<file path="src/design/pskd_pkg.sv">
package pskd_pkg;

   // Scan code set 2 prefix and special key bytes
   localparam logic [7:0] CODE_BREAK  = 8'hf0;
   localparam logic [7:0] CODE_EXT    = 8'he0;
   localparam logic [7:0] CODE_LSHIFT = 8'h12;
   localparam logic [7:0] CODE_RSHIFT = 8'h59;
   localparam logic [7:0] CODE_CTRL   = 8'h14;
   localparam logic [7:0] CODE_CAPS   = 8'h58;
   localparam logic [7:0] CODE_SCROLL = 8'h7e;
   localparam logic [7:0] CODE_NUM    = 8'h77;

   // Prefix phases
   localparam logic [1:0] PHASE_MAKE      = 2'd0;
   localparam logic [1:0] PHASE_BREAK     = 2'd1;
   localparam logic [1:0] PHASE_EXT_MAKE  = 2'd2;
   localparam logic [1:0] PHASE_EXT_BREAK = 2'd3;

   // Modifier bit positions
   localparam int MOD_LSHIFT = 0;
   localparam int MOD_RSHIFT = 1;
   localparam int MOD_LCTRL  = 2;
   localparam int MOD_RCTRL  = 3;

   // Lock bit positions
   localparam int LOCK_CAPS   = 0;
   localparam int LOCK_NUM    = 1;
   localparam int LOCK_SCROLL = 2;

   localparam logic [2:0] LOCK_RESET = 3'b010;

   // Output column codes
   localparam logic [1:0] COL_NORMAL = 2'd0;
   localparam logic [1:0] COL_CAPS   = 2'd1;
   localparam logic [1:0] COL_SHIFT  = 2'd2;

   localparam int QUEUE_DEPTH = 2;

   // Classified key event passed from front to back
   typedef struct packed {
      logic [5:0] row;
      logic       down;
      logic       shift;
      logic       ctrl;
      logic [2:0] locks;
   } key_event_type;

   typedef struct packed {
      logic       hit;
      logic [5:0] row;
   } lookup_type;

   // Fixed scan code table
   function automatic lookup_type scan_lookup(input logic [7:0] code);
      lookup_type res;
      res.hit = 1'b1;
      res.row = 6'd0;
      case (code)
         8'h1c: res.row = 6'd0;
         8'h32: res.row = 6'd1;
         8'h21: res.row = 6'd2;
         8'h23: res.row = 6'd3;
         8'h24: res.row = 6'd4;
         8'h2b: res.row = 6'd5;
         8'h34: res.row = 6'd6;
         8'h33: res.row = 6'd7;
         8'h43: res.row = 6'd8;
         8'h3b: res.row = 6'd9;
         8'h42: res.row = 6'd10;
         8'h4b: res.row = 6'd11;
         8'h3a: res.row = 6'd12;
         8'h31: res.row = 6'd13;
         8'h44: res.row = 6'd14;
         8'h4d: res.row = 6'd15;
         8'h15: res.row = 6'd16;
         8'h2d: res.row = 6'd17;
         8'h1b: res.row = 6'd18;
         8'h2c: res.row = 6'd19;
         8'h3c: res.row = 6'd20;
         8'h2a: res.row = 6'd21;
         8'h1d: res.row = 6'd22;
         8'h22: res.row = 6'd23;
         8'h35: res.row = 6'd24;
         8'h1a: res.row = 6'd25;
         8'h45: res.row = 6'd26;
         8'h16: res.row = 6'd27;
         8'h1e: res.row = 6'd28;
         8'h26: res.row = 6'd29;
         8'h25: res.row = 6'd30;
         8'h2e: res.row = 6'd31;
         8'h36: res.row = 6'd32;
         8'h3d: res.row = 6'd33;
         8'h3e: res.row = 6'd34;
         8'h46: res.row = 6'd35;
         8'h29: res.row = 6'd36;
         8'h52: res.row = 6'd37;
         8'h55: res.row = 6'd38;
         8'h41: res.row = 6'd39;
         8'h4e: res.row = 6'd40;
         8'h49: res.row = 6'd41;
         8'h4a: res.row = 6'd42;
         8'h4c: res.row = 6'd43;
         8'h54: res.row = 6'd44;
         8'h5d: res.row = 6'd45;
         8'h5b: res.row = 6'd46;
         8'h0e: res.row = 6'd47;
         8'h75: res.row = 6'd48;
         8'h72: res.row = 6'd49;
         8'h6b: res.row = 6'd50;
         8'h74: res.row = 6'd51;
         8'h0d: res.row = 6'd52;
         8'h66: res.row = 6'd53;
         8'h5a: res.row = 6'd54;
         8'h6c: res.row = 6'd55;
         8'h69: res.row = 6'd56;
         8'h76: res.row = 6'd57;
         8'h37: res.row = 6'd58;
         default: res.hit = 1'b0;
      endcase
      return res;
   endfunction

endpackage

</file>
<file path="src/design/ps2_scancode_key_decoder.sv">
// PS/2 scan code set 2 key decoder. One keyboard byte is taken per cycle on
// the req_ channel while req_stall is low; prefix bytes, shift/ctrl and lock
// keys only update state, while a key byte found in the 59-entry code table
// yields one rsp_ transaction carrying the table row, the column (caps, else
// shift, else normal), the press/release flag and the lock states. Unknown
// codes, and keys with ctrl held and neither caps nor shift, yield nothing. A
// result reaches rsp_ through a two-entry event queue and the output register.
// req_stall rises only while that queue is full, so the block sustains one
// byte per cycle as long as results are taken. Num lock is on after reset.
module ps2_scancode_key_decoder import pskd_pkg::*; (
   input  logic       clock,
   input  logic       reset,
   input  logic       req_valid,
   output logic       req_stall,
   input  logic [7:0] req_scan_byte,
   output logic       rsp_valid,
   input  logic       rsp_stall,
   output logic [5:0] rsp_key_row,
   output logic [1:0] rsp_key_column,
   output logic       rsp_key_pressed,
   output logic       rsp_caps_state,
   output logic       rsp_num_state,
   output logic       rsp_scroll_state
);

   logic          accept;
   logic          push;
   logic          pop;
   logic          full;
   logic          not_empty;
   key_event_type push_event;
   key_event_type head_event;

   assign req_stall = full;
   assign accept    = req_valid && !full;

   // Decode front end
   pskd_front u_front (
      .clock      (clock),
      .reset      (reset),
      .accept     (accept),
      .scan_byte  (req_scan_byte),
      .push       (push),
      .push_event (push_event)
   );

   // Event queue
   pskd_queue u_queue (
      .clock      (clock),
      .reset      (reset),
      .push       (push),
      .push_event (push_event),
      .pop        (pop),
      .full       (full),
      .not_empty  (not_empty),
      .head_event (head_event)
   );

   // Result stage
   pskd_back u_back (
      .clock            (clock),
      .reset            (reset),
      .not_empty        (not_empty),
      .head_event       (head_event),
      .pop              (pop),
      .rsp_valid        (rsp_valid),
      .rsp_stall        (rsp_stall),
      .rsp_key_row      (rsp_key_row),
      .rsp_key_column   (rsp_key_column),
      .rsp_key_pressed  (rsp_key_pressed),
      .rsp_caps_state   (rsp_caps_state),
      .rsp_num_state    (rsp_num_state),
      .rsp_scroll_state (rsp_scroll_state)
   );

endmodule

</file>
<file path="src/design/pskd_front.sv">
module pskd_front import pskd_pkg::*; (
   input  logic          clock,
   input  logic          reset,
   input  logic          accept,
   input  logic [7:0]    scan_byte,
   output logic          push,
   output key_event_type push_event
);

   logic [1:0] phase_ff, phase_in;
   logic [3:0] mod_ff, mod_in;
   logic [2:0] lock_ff, lock_in;
   logic       emit;
   logic       down;
   logic       is_prefix;
   lookup_type hit;

   assign is_prefix = (scan_byte == CODE_BREAK) || (scan_byte == CODE_EXT);
   assign hit       = scan_lookup(scan_byte);

   // Prefix phase, modifier and lock tracking
   always_comb begin
      phase_in = phase_ff;
      mod_in   = mod_ff;
      lock_in  = lock_ff;
      emit     = 1'b0;
      down     = 1'b0;
      case (phase_ff)
         PHASE_MAKE: begin
            if (scan_byte == CODE_BREAK) begin
               phase_in = PHASE_BREAK;
            end else if (scan_byte == CODE_EXT) begin
               phase_in = PHASE_EXT_MAKE;
            end else if (scan_byte == CODE_LSHIFT) begin
               mod_in[MOD_LSHIFT] = 1'b1;
            end else if (scan_byte == CODE_RSHIFT) begin
               mod_in[MOD_RSHIFT] = 1'b1;
            end else if (scan_byte == CODE_CTRL) begin
               mod_in[MOD_LCTRL] = 1'b1;
            end else if (scan_byte == CODE_CAPS) begin
               lock_in[LOCK_CAPS] = ~lock_ff[LOCK_CAPS];
            end else if (scan_byte == CODE_SCROLL) begin
               lock_in[LOCK_SCROLL] = ~lock_ff[LOCK_SCROLL];
            end else if (scan_byte == CODE_NUM) begin
               lock_in[LOCK_NUM] = ~lock_ff[LOCK_NUM];
            end else begin
               emit = 1'b1;
               down = 1'b1;
            end
         end
         PHASE_BREAK: begin
            if (!is_prefix) begin
               phase_in = PHASE_MAKE;
               if (scan_byte == CODE_LSHIFT) begin
                  mod_in[MOD_LSHIFT] = 1'b0;
               end else if (scan_byte == CODE_RSHIFT) begin
                  mod_in[MOD_RSHIFT] = 1'b0;
               end else if (scan_byte == CODE_CTRL) begin
                  mod_in[MOD_LCTRL] = 1'b0;
               end else begin
                  emit = 1'b1;
               end
            end
         end
         PHASE_EXT_MAKE: begin
            if (is_prefix) begin
               phase_in = PHASE_EXT_BREAK;
            end else begin
               phase_in = PHASE_MAKE;
               if (scan_byte == CODE_CTRL) begin
                  mod_in[MOD_RCTRL] = 1'b1;
               end else begin
                  emit = 1'b1;
                  down = 1'b1;
               end
            end
         end
         default: begin
            if (!is_prefix) begin
               phase_in = PHASE_MAKE;
               if (scan_byte == CODE_CTRL) begin
                  mod_in[MOD_RCTRL] = 1'b0;
               end else begin
                  emit = 1'b1;
               end
            end
         end
      endcase
   end

   always_ff @(posedge clock) begin
      if (reset) begin
         phase_ff <= PHASE_MAKE;
         mod_ff   <= '0;
         lock_ff  <= LOCK_RESET;
      end else if (accept) begin
         phase_ff <= phase_in;
         mod_ff   <= mod_in;
         lock_ff  <= lock_in;
      end
   end

   // Only table hits enter the queue; state before this byte is snapshotted
   assign push             = accept && emit && hit.hit;
   assign push_event.row   = hit.row;
   assign push_event.down  = down;
   assign push_event.shift = mod_ff[MOD_LSHIFT] | mod_ff[MOD_RSHIFT];
   assign push_event.ctrl  = mod_ff[MOD_LCTRL] | mod_ff[MOD_RCTRL];
   assign push_event.locks = lock_ff;

endmodule

</file>
<file path="src/design/pskd_queue.sv">
module pskd_queue import pskd_pkg::*; (
   input  logic          clock,
   input  logic          reset,
   input  logic          push,
   input  key_event_type push_event,
   input  logic          pop,
   output logic          full,
   output logic          not_empty,
   output key_event_type head_event
);

   key_event_type entry_ff [QUEUE_DEPTH];
   logic          wr_ptr_ff, wr_ptr_in;
   logic          rd_ptr_ff, rd_ptr_in;
   logic [1:0]    count_ff, count_in;

   assign full       = (count_ff == 2'(QUEUE_DEPTH));
   assign not_empty  = (count_ff != 2'd0);
   assign head_event = entry_ff[rd_ptr_ff];

   // Pointer and occupancy update
   always_comb begin
      wr_ptr_in = push ? ~wr_ptr_ff : wr_ptr_ff;
      rd_ptr_in = pop ? ~rd_ptr_ff : rd_ptr_ff;
      count_in  = count_ff;
      if (push && !pop) begin
         count_in = count_ff + 2'd1;
      end else if (pop && !push) begin
         count_in = count_ff - 2'd1;
      end
   end

   always_ff @(posedge clock) begin
      if (reset) begin
         wr_ptr_ff <= 1'b0;
         rd_ptr_ff <= 1'b0;
         count_ff  <= 2'd0;
      end else begin
         wr_ptr_ff <= wr_ptr_in;
         rd_ptr_ff <= rd_ptr_in;
         count_ff  <= count_in;
      end
   end

   // Entry storage
   always_ff @(posedge clock) begin
      if (push) begin
         entry_ff[wr_ptr_ff] <= push_event;
      end
   end

endmodule

</file>
<file path="src/design/pskd_back.sv">
module pskd_back import pskd_pkg::*; (
   input  logic          clock,
   input  logic          reset,
   input  logic          not_empty,
   input  key_event_type head_event,
   output logic          pop,
   output logic          rsp_valid,
   input  logic          rsp_stall,
   output logic [5:0]    rsp_key_row,
   output logic [1:0]    rsp_key_column,
   output logic          rsp_key_pressed,
   output logic          rsp_caps_state,
   output logic          rsp_num_state,
   output logic          rsp_scroll_state
);

   logic       valid_ff, valid_in;
   logic [5:0] row_ff;
   logic [1:0] column_ff, column_in;
   logic       pressed_ff;
   logic [2:0] locks_ff;
   logic       suppress;

   // Column selection: caps first, then shift; ctrl alone drops the event
   always_comb begin
      suppress  = 1'b0;
      column_in = COL_NORMAL;
      if (head_event.locks[LOCK_CAPS]) begin
         column_in = COL_CAPS;
      end else if (head_event.shift) begin
         column_in = COL_SHIFT;
      end else if (head_event.ctrl) begin
         suppress = 1'b1;
      end
   end

   assign pop = not_empty && (!valid_ff || !rsp_stall);

   always_comb begin
      valid_in = valid_ff;
      if (pop) begin
         valid_in = !suppress;
      end else if (valid_ff && !rsp_stall) begin
         valid_in = 1'b0;
      end
   end

   always_ff @(posedge clock) begin
      if (reset) begin
         valid_ff <= 1'b0;
      end else begin
         valid_ff <= valid_in;
      end
   end

   // Output payload register
   always_ff @(posedge clock) begin
      if (pop) begin
         row_ff     <= head_event.row;
         column_ff  <= column_in;
         pressed_ff <= head_event.down;
         locks_ff   <= head_event.locks;
      end
   end

   assign rsp_valid        = valid_ff;
   assign rsp_key_row      = row_ff;
   assign rsp_key_column   = column_ff;
   assign rsp_key_pressed  = pressed_ff;
   assign rsp_caps_state   = locks_ff[LOCK_CAPS];
   assign rsp_num_state    = locks_ff[LOCK_NUM];
   assign rsp_scroll_state = locks_ff[LOCK_SCROLL];

endmodule

</file>
<file path="config.mk">
export PLATFORM = sky130hd
export DESIGN_NAME = ps2_scancode_key_decoder
export DESIGN_NICKNAME = d
export VERILOG_FILES = /design/src/design/pskd_pkg.sv /design/src/design/ps2_scancode_key_decoder.sv /design/src/design/pskd_front.sv /design/src/design/pskd_queue.sv /design/src/design/pskd_back.sv
export SDC_FILE = /design/constraint.sdc
export NUM_CORES = 1
export LEC_CHECK = 0
export BUFFER_PORTS_ARGS = -buffer_cell sky130_fd_sc_hd__buf_2
export CAP_MARGIN = 20
export CORE_MARGIN = 5
export CORE_UTILIZATION = 40
export DETAILED_ROUTE_END_ITERATION = 10
export GPL_ROUTABILITY_DRIVEN = 0
export HOLD_SLACK_MARGIN = 0.12
export SETUP_SLACK_MARGIN = 0.3
export SKIP_LAST_GASP = 1
export SLEW_MARGIN = 15
export SYNTH_ARGS = -nofsm -noshare
export SYNTH_HDL_FRONTEND = slang
export SYNTH_SLANG_ARGS = --single-unit
</file>
<file path="constraint.sdc">
create_clock -name clock -period 4.05 [get_ports clock]
set_clock_uncertainty 0.2 [all_clocks]
set_input_delay 0.81 -clock clock [delete_from_list [all_inputs] [get_ports clock]]
set_output_delay 0.81 -clock clock [all_outputs]
set_load 0.1 [all_outputs]
</file>
==> metrics.md, run 1 <==
| Metric | Value |
|---|---|
| Row count | `31` |
| Fmax | `284.9 MHz` |
| Max layer used | `met4` |
| Number of vias per cell | `5.935` |
| CP endpoint kind | `register` |
| Synth Net Count | `318` |
| Clock Tree Buf Depth | `2` |
| Antenna violations before repair | `0` |
| EDFF count, synth | `36` |
| Vias in the first global route | `2393` |
| Count leader, synth | `edfxtp_1` |
| Top Ports | `26` |
| Final Critical Period | `3.510 ns` |
| Initial core utilization | `41.27%` |
| Synthesized area | `3009 um^2` |
| Count of hold buffers inserted by post-cts repair | `0` |
| DRC | `0` |
| Final Power | `1.744 mW` |
| DP Cell Count | `423` |
| CTS Buf Count | `5` |
| Multi-input logic area | `1500 um^2` |
| Synth area leaders | `edfxtp_1 36%, dfxtp_1 10%, mux2_2 3.7%` |
| Synth area leader | `edfxtp_1` |
| Hold Slack | `0.2786 ns` |
| Switch share | `46.63%` |
| CTS tree | `built` |
| Via count | `2558` |
| Status | `finished clean` |
| Metal3 WL | `527 um` |
| DR WL met2 | `3190 um` |
| Combinational Power Share | `42.4%` |
| Fin cells | `431` |
| Port Buffers | `25` |
| Clock Sinks | `51` |
| Sequential cell area | `1381 um^2` |
| Fin. Hold Viols | `0` |
| Worst Hold Class | `reg -> reg` |
| Post-synthesis sequential area ratio | `45.90%` |
| Post-synth top area share | `35.93%` |
| Routed WL | `7036 um` |
| RSZ-0062 raised after global routing | `no` |
| Area post-placement | `3289 um^2` |
| DRT iter0 DRCs | `139` |
| Fraction of layout cells with a size suffix above 1 | `21.08%` |
| Die area | `9358 um^2` |
| Peak supply drop | `0.1462 mV` |
| Final setup violation count | `0` |
| GR Util All Layers | `14.80%` |
| Sw power | `0.8133 mW` |
| Slew HR | `51.56%` |
| Drt first pass iters | `7` |
| Maxcap violations | `0` |
| Top cells by count, synth | `36 x edfxtp_1, 25 x nor2_1, 21 x nand2_1` |
| Area Overhead vs Synth | `12.56%` |
| Pleak | `1.200 nW` |
| Setup CP Type | `in -> reg` |
| Crit share post-route | `86.66%` |
| Sequential power share | `40.3%` |
| Core Region | `7292 um^2` |
| HPWL after DPL | `5117 um` |
| Antenna Violating Nets Remaining | `0` |
| Setup crit start kind | `primary input` |
| Pin count of the biggest net entering global routing | `26` |
| Main synth FF type | `edfxtp_1` |
| #FFs+latches synth | `51` |
| Measured slew at the worst slew-check pin | `0.7165 ns` |
| FFs w/ async S/R, synth | `0%` |
| Worst Hold Depth | `2` |
| Resized cells post-CTS | `0` |
| DIE HEIGHT | `96.74 um` |
| Clock Power Share | `17.3%` |
| First-pass GRT wire length | `11750 um` |
| Met1 WL | `3052 um` |
| Die W | `96.74 um` |
| Syn_area_per_cell | `9.866 um^2` |
| CP Max Fanout | `21` |
| CP Data Arrival Time | `3.55 ns` |
| # nets final | `344` |
| CTS clock-pin slew for the worst setup and hold paths | `0.10 ns` |
| Unique cell type count in the Yosys netlist | `64` |
| Synth warn | `0` |
| Max-slew violations | `0` |
| Pint | `0.9307 mW` |
| DP Worst Slack | `0.2526 ns` |
| Final Instance Area | `3387 um^2` |
| WL/cell | `16.32 um` |
| Syn Inst Count | `305` |
| Power Dens Cells | `514.9 nW/um^2` |
| Global route total overflow | `0` |
| Worst path required time | `4.09 ns` |
| Worst reg2reg path depth | `7` |
| Worst-Skew Late Latency | `0.30 ns` |
| Postcts setup bufs | `0` |
| Ant diodes | `0` |
| Final core occ | `46.45%` |
| Final Worst Setup Slack | `0.5401 ns` |
| Filler cells | `712` |
| Root Buffer | `clkbuf_8` |
| Setup tns final | `0 ns` |
| CTS H-tree lvls | `2` |
-- state kept, by name (all words and copies together) (netlist names), named ones only --
name	flops
u_queue.rd_ptr_ff	1
u_back.locks_ff	3
u_back.rsp_key_pressed	1
u_back.rsp_key_row	6
u_front.lock_ff	3
u_front.phase_ff	2
u_queue.wr_ptr_ff	1
u_queue.entry_ff	24
u_back.rsp_key_column	2
u_front.mod_ff	4
u_back.rsp_valid	1
u_queue.count_ff	2
-- cells in the final DEF (no fill, tap or decap), drive strengths merged, types with 3 or more instances in the layout --
cell / Yosys / final
a211oi: 4 / 4
a21oi: 15 / 15
and2: 4 / 4
and3: 4 / 4
buf: 16 / 41
clkbuf: 6 / 5
dfxtp: 15 / 15
edfxtp: 36 / 36
inv: 7 / 8
mux2: 11 / 11
mux2i: 6 / 6
nand2: 21 / 21
nand2b: 10 / 10
nand3: 18 / 18
nand4bb: 3 / 3
nor2: 26 / 26
nor2b: 6 / 6
nor3: 9 / 9
nor3b: 5 / 5
nor4: 6 / 6
nor4b: 5 / 5
o211ai: 6 / 6
o21ai: 13 / 13
o22ai: 3 / 3
or2: 3 / 3
or3: 3 / 3
xnor2: 4 / 4
xor2: 4 / 4
-- worst max-delay path, cell delays in order --
cell and delay [ns]:
buf_2 0.30, or3b_4 0.23, or2_1 0.27, nor3_1 0.12
a211o_1 0.32, nor4_2 0.44, a311oi_4 0.18, ha_1 0.37
or3_1 0.36, a21oi_1 0.14
-- final cells by class --
type | count | share of cell area (%)
inverters | 7 | 0.7758
clock buffers | 5 | 2.032
flip-flops and latches | 51 | 40.78
well taps | 99 | 3.657
multi-input cells | 225 | 44.29
repair buffers | 41 | 7.610
clock inverters | 3 | 0.8496
-- power groups by stage --
stage	Sequential (mW)	Clock, mW	Combinational [mW]
global placement	0.714	0	0.740
finish	0.702	0.302	0.740
floorplan	1.12	0	0.221
detailed placement	0.717	0	0.740
CTS	0.705	0.312	0.742
global route	0.714	0.337	0.775
-- logic make-up after synthesis --
group | count (synthesis) | share of synthesized area, %
AOI/OAI and AO/OA | 65 | 15.05
xor gates and xnor gates | 8 | 2.328
muxes | 17 | 6.112
buffers and inverters | 29 | 4.241
and+or+nand+nor | 134 | 25.95
adders and majority gates | 1 | 0.4157
DFF | 51 | 45.90
-- worst paths after layout --
path,startpoint,end,slack [ns]
setup / recovery,req_scan_byte[5],u_queue.count_ff[1]$_SDFFE_PP0P_,0.54
hold reg to reg,u_back.rsp_valid$_SDFFE_PP0P_,u_back.rsp_valid$_SDFFE_PP0P_,0.28
hold / removal,u_back.rsp_valid$_SDFFE_PP0P_,u_back.rsp_valid$_SDFFE_PP0P_,0.28
setup reg to reg,u_queue.count_ff[0]$_SDFFE_PP0P_,u_queue.count_ff[1]$_SDFFE_PP0P_,1.57
-- layer usage --
layer / track usage [%] / up-vias
met5: 0 / -
met1: 19.87 / 1176
met3: 2.086 / 25
met4: 7.127 / 0
li1: - / 1211
met2: 23.41 / 146
Power figures use the tool's default switching activity.
==> inputs of run 2 (changes only) <==
CORE_ASPECT_RATIO = 1.25   (was default)
==> run 2 against run 1 <==
Compared with the run above:
- wire length is 0.16% higher
- fmax is 1.3% lower
- first-iteration DRC count is 27% higher
- sequential cell count stayed put
- cell count is 1.4% lower
- via count is 1.1% lower
- non-clock buffer count is 1 higher
- design area is 0.52% lower
- global-route usage is 0.83 points higher
- clock-buffer cell count is 1 higher
- sequential share of layout area is 0.21 points higher
==> metrics.md, run 2 (synthesis results as in run 1) <==
| Metric | Value |
|---|---|
| Clock Sinks | `51 (unchanged)` |
| CTS Buf Count | `5 (unchanged)` |
| Number of vias per cell | `5.953 (+0.30%)` |
| Global route total overflow | `0 (unchanged)` |
| First-pass GRT wire length | `11750 um (unchanged)` |
| Maxcap violations | `0 (unchanged)` |
| Switch share | `45.73% (-0.91 points)` |
| Combinational Power Share | `42.8% (+0.4 points)` |
| Resized cells post-CTS | `0 (unchanged)` |
| Crit path max-delay cell type | `nor4_2` |
| RSZ-0062 raised after global routing | `no` |
| Final Critical Period | `3.558 ns (+0.04789 ns)` |
| Clock Power Share | `16.5% (-0.8 points)` |
| Antenna violations before repair | `0 (unchanged)` |
| Top Ports | `26 (unchanged)` |
| Core Region | `7357 um^2 (+0.89%)` |
| Crit share post-route | `87.85% (+1.2 points)` |
| DRC | `0 (unchanged)` |
| WL/cell | `16.58 um (+1.6%)` |
| Power Dens Cells | `513.5 nW/um^2 (-0.27%)` |
| Setup crit start kind | `primary input` |
| Worst path required time | `4.08 ns (about the same)` |
| Ant diodes | `0 (unchanged)` |
| Most frequent cells in the layout | `36 x edfxtp_1, 25 x nor2_1, 25 x buf_2, 21 x nand2_1, 18 x nand3_1` |
| Sw power | `0.7912 mW (-2.7%)` |
| Vias in the first global route | `2429 (+1.5%)` |
| Pin count of the biggest net entering global routing | `26 (unchanged)` |
| Drt first pass iters | `5 (-2)` |
| Worst Hold Class | `reg -> reg` |
| CP Data Arrival Time | `3.59 ns (+0.04 ns)` |
| Worst-Skew Late Latency | `0.29 ns (about the same)` |
| DP Worst Slack | `0.2062 ns (-0.04640 ns)` |
| Sequential power share | `40.7% (+0.4 points)` |
| Root Buffer | `clkbuf_8` |
| DIE HEIGHT | `107.0 um (+11%)` |
| Setup CP Type | `in -> reg` |
| Routed WL | `7047 um (+0.16%)` |
| CP endpoint kind | `register` |
| Fraction of layout cells with a size suffix above 1 | `21.02% (-0.063 points)` |
| Measured slew at the worst slew-check pin | `0.7538 ns (+0.03722 ns)` |
| CTS tree | `built` |
| Max reg flops | `24 (unchanged)` |
| Slew HR | `48.45% (-3.1 points)` |
| Clock Tree Buf Depth | `2 (unchanged)` |
| Port Buffers | `25 (unchanged)` |
| Row count | `35 (+13%)` |
| Pint | `0.9390 mW (+0.90%)` |
| Die area | `9368 um^2 (+0.11%)` |
| Die W | `87.58 um (-9.5%)` |
| Initial core utilization | `40.90% (-0.36 points)` |
| Antenna Violating Nets Remaining | `0 (unchanged)` |
| Setup tns final | `0 ns (unchanged)` |
| Count of hold buffers inserted by post-cts repair | `0 (unchanged)` |
| Worst path max stage delay | `0.51 ns (+0.07 ns)` |
| Pleak | `1.197 nW (-0.25%)` |
| Area Overhead vs Synth | `11.97%` |
| Most common cell after layout, fill and taps aside | `edfxtp_1` |
| Status | `finished clean` |
| Fin. Hold Viols | `0 (unchanged)` |
| Final setup violation count | `0 (unchanged)` |
| Fmax | `281.1 MHz (-1.3%)` |
| Hold Slack | `0.2822 ns (+0.003675 ns)` |
| Final Worst Setup Slack | `0.4922 ns (-0.04789 ns)` |
| R2R Setup Slk | `1.63 ns (+0.06 ns)` |
| DRT iter0 DRCs | `176 (+27%)` |
| Via count | `2530 (-1.1%)` |
| CP Max Fanout | `21 (unchanged)` |
| Max-slew violations | `0 (unchanged)` |
| # nets final | `345 (+0.29%)` |
| Reg with most FFs | `u_queue.entry_ff` |
| Postcts setup bufs | `0 (unchanged)` |
| Cells along the critical path | `buf_2 -> or3b_4 -> or2_1 -> nor3_1 -> a211o_1 -> nor4_2 -> a311oi_4 -> ha_1 -> or3_1 -> a21oi_1` |
| HPWL after DPL | `5292 um (+3.4%)` |
| GR Util All Layers | `15.63% (+0.83 points)` |
| CTS H-tree lvls | `2 (unchanged)` |
| CTS clock-pin slew for the worst setup and hold paths | `0.09 ns (about the same)` |
| Peak supply drop | `0.4547 mV (+210%)` |
[run 2: power by group through the flow]
stage,combinational [mW],sequential (mW),clock (mW)
after floorplan,0.221,1.12,0
after global placement,0.741,0.718,0
after detailed placement,0.743,0.719,0
after CTS,0.744,0.708,0.298
after global routing,0.777,0.715,0.318
final,0.740,0.704,0.286
[run 2: area by class of cell]
class                           instances  area (um^2)
Clock inverter                          2        11.26
Multi-Input combinational cell        225         1500
Timing Repair Buffer                   42        252.7
Clock buffer                            6        82.58
Sequential cell                        51         1381
Inverter                                7        26.28
Fill cell                             722         3988
Tap cell                               92        115.1
[run 2: worst paths after layout]
check	start	end	depth (start not counted)
setup / recovery	req_scan_byte[5]	u_queue.count_ff[1]$_SDFFE_PP0P_	10
hold / removal	u_front.mod_ff[2]$_SDFFE_PP0P_	u_front.mod_ff[2]$_SDFFE_PP0P_	2
setup reg to reg	u_queue.count_ff[0]$_SDFFE_PP0P_	u_queue.count_ff[1]$_SDFFE_PP0P_	7
hold reg to reg	u_front.mod_ff[2]$_SDFFE_PP0P_	u_front.mod_ff[2]$_SDFFE_PP0P_	2
[run 2: layer usage]
layer | vias up | GRT usage [%] | share of wire (%)
li1 | 1209 | - | -
met1 | 1166 | 18.81 | 40
met2 | 126 | 26.08 | 49
met3 | 29 | 1.998 | 5.9
met4 | 0 | 9.430 | 4.6
met5 | - | 0 | 0
[run 2: stage by stage]
stage                     total power [mW]  std cells  area [um^2]  util, %
final                                1.730        425         3369    45.80
after floorplan                      1.340        305         3009        -
after detailed placement             1.463        417         3276    44.52
after CTS                            1.750        425         3369    45.80
after global placement               1.459        417         3276    44.52
after global routing                 1.810        425         3369    45.80
[run 2: worst max-delay path: cells and delay by family]
kind	cells	cell delay [ns]
buffers and inverters	1	0.30
AO/OA/AOI/OAI	3	0.64
adder cells (fa/ha/maj)	1	0.37
AND/OR/NAND/NOR	5	1.49
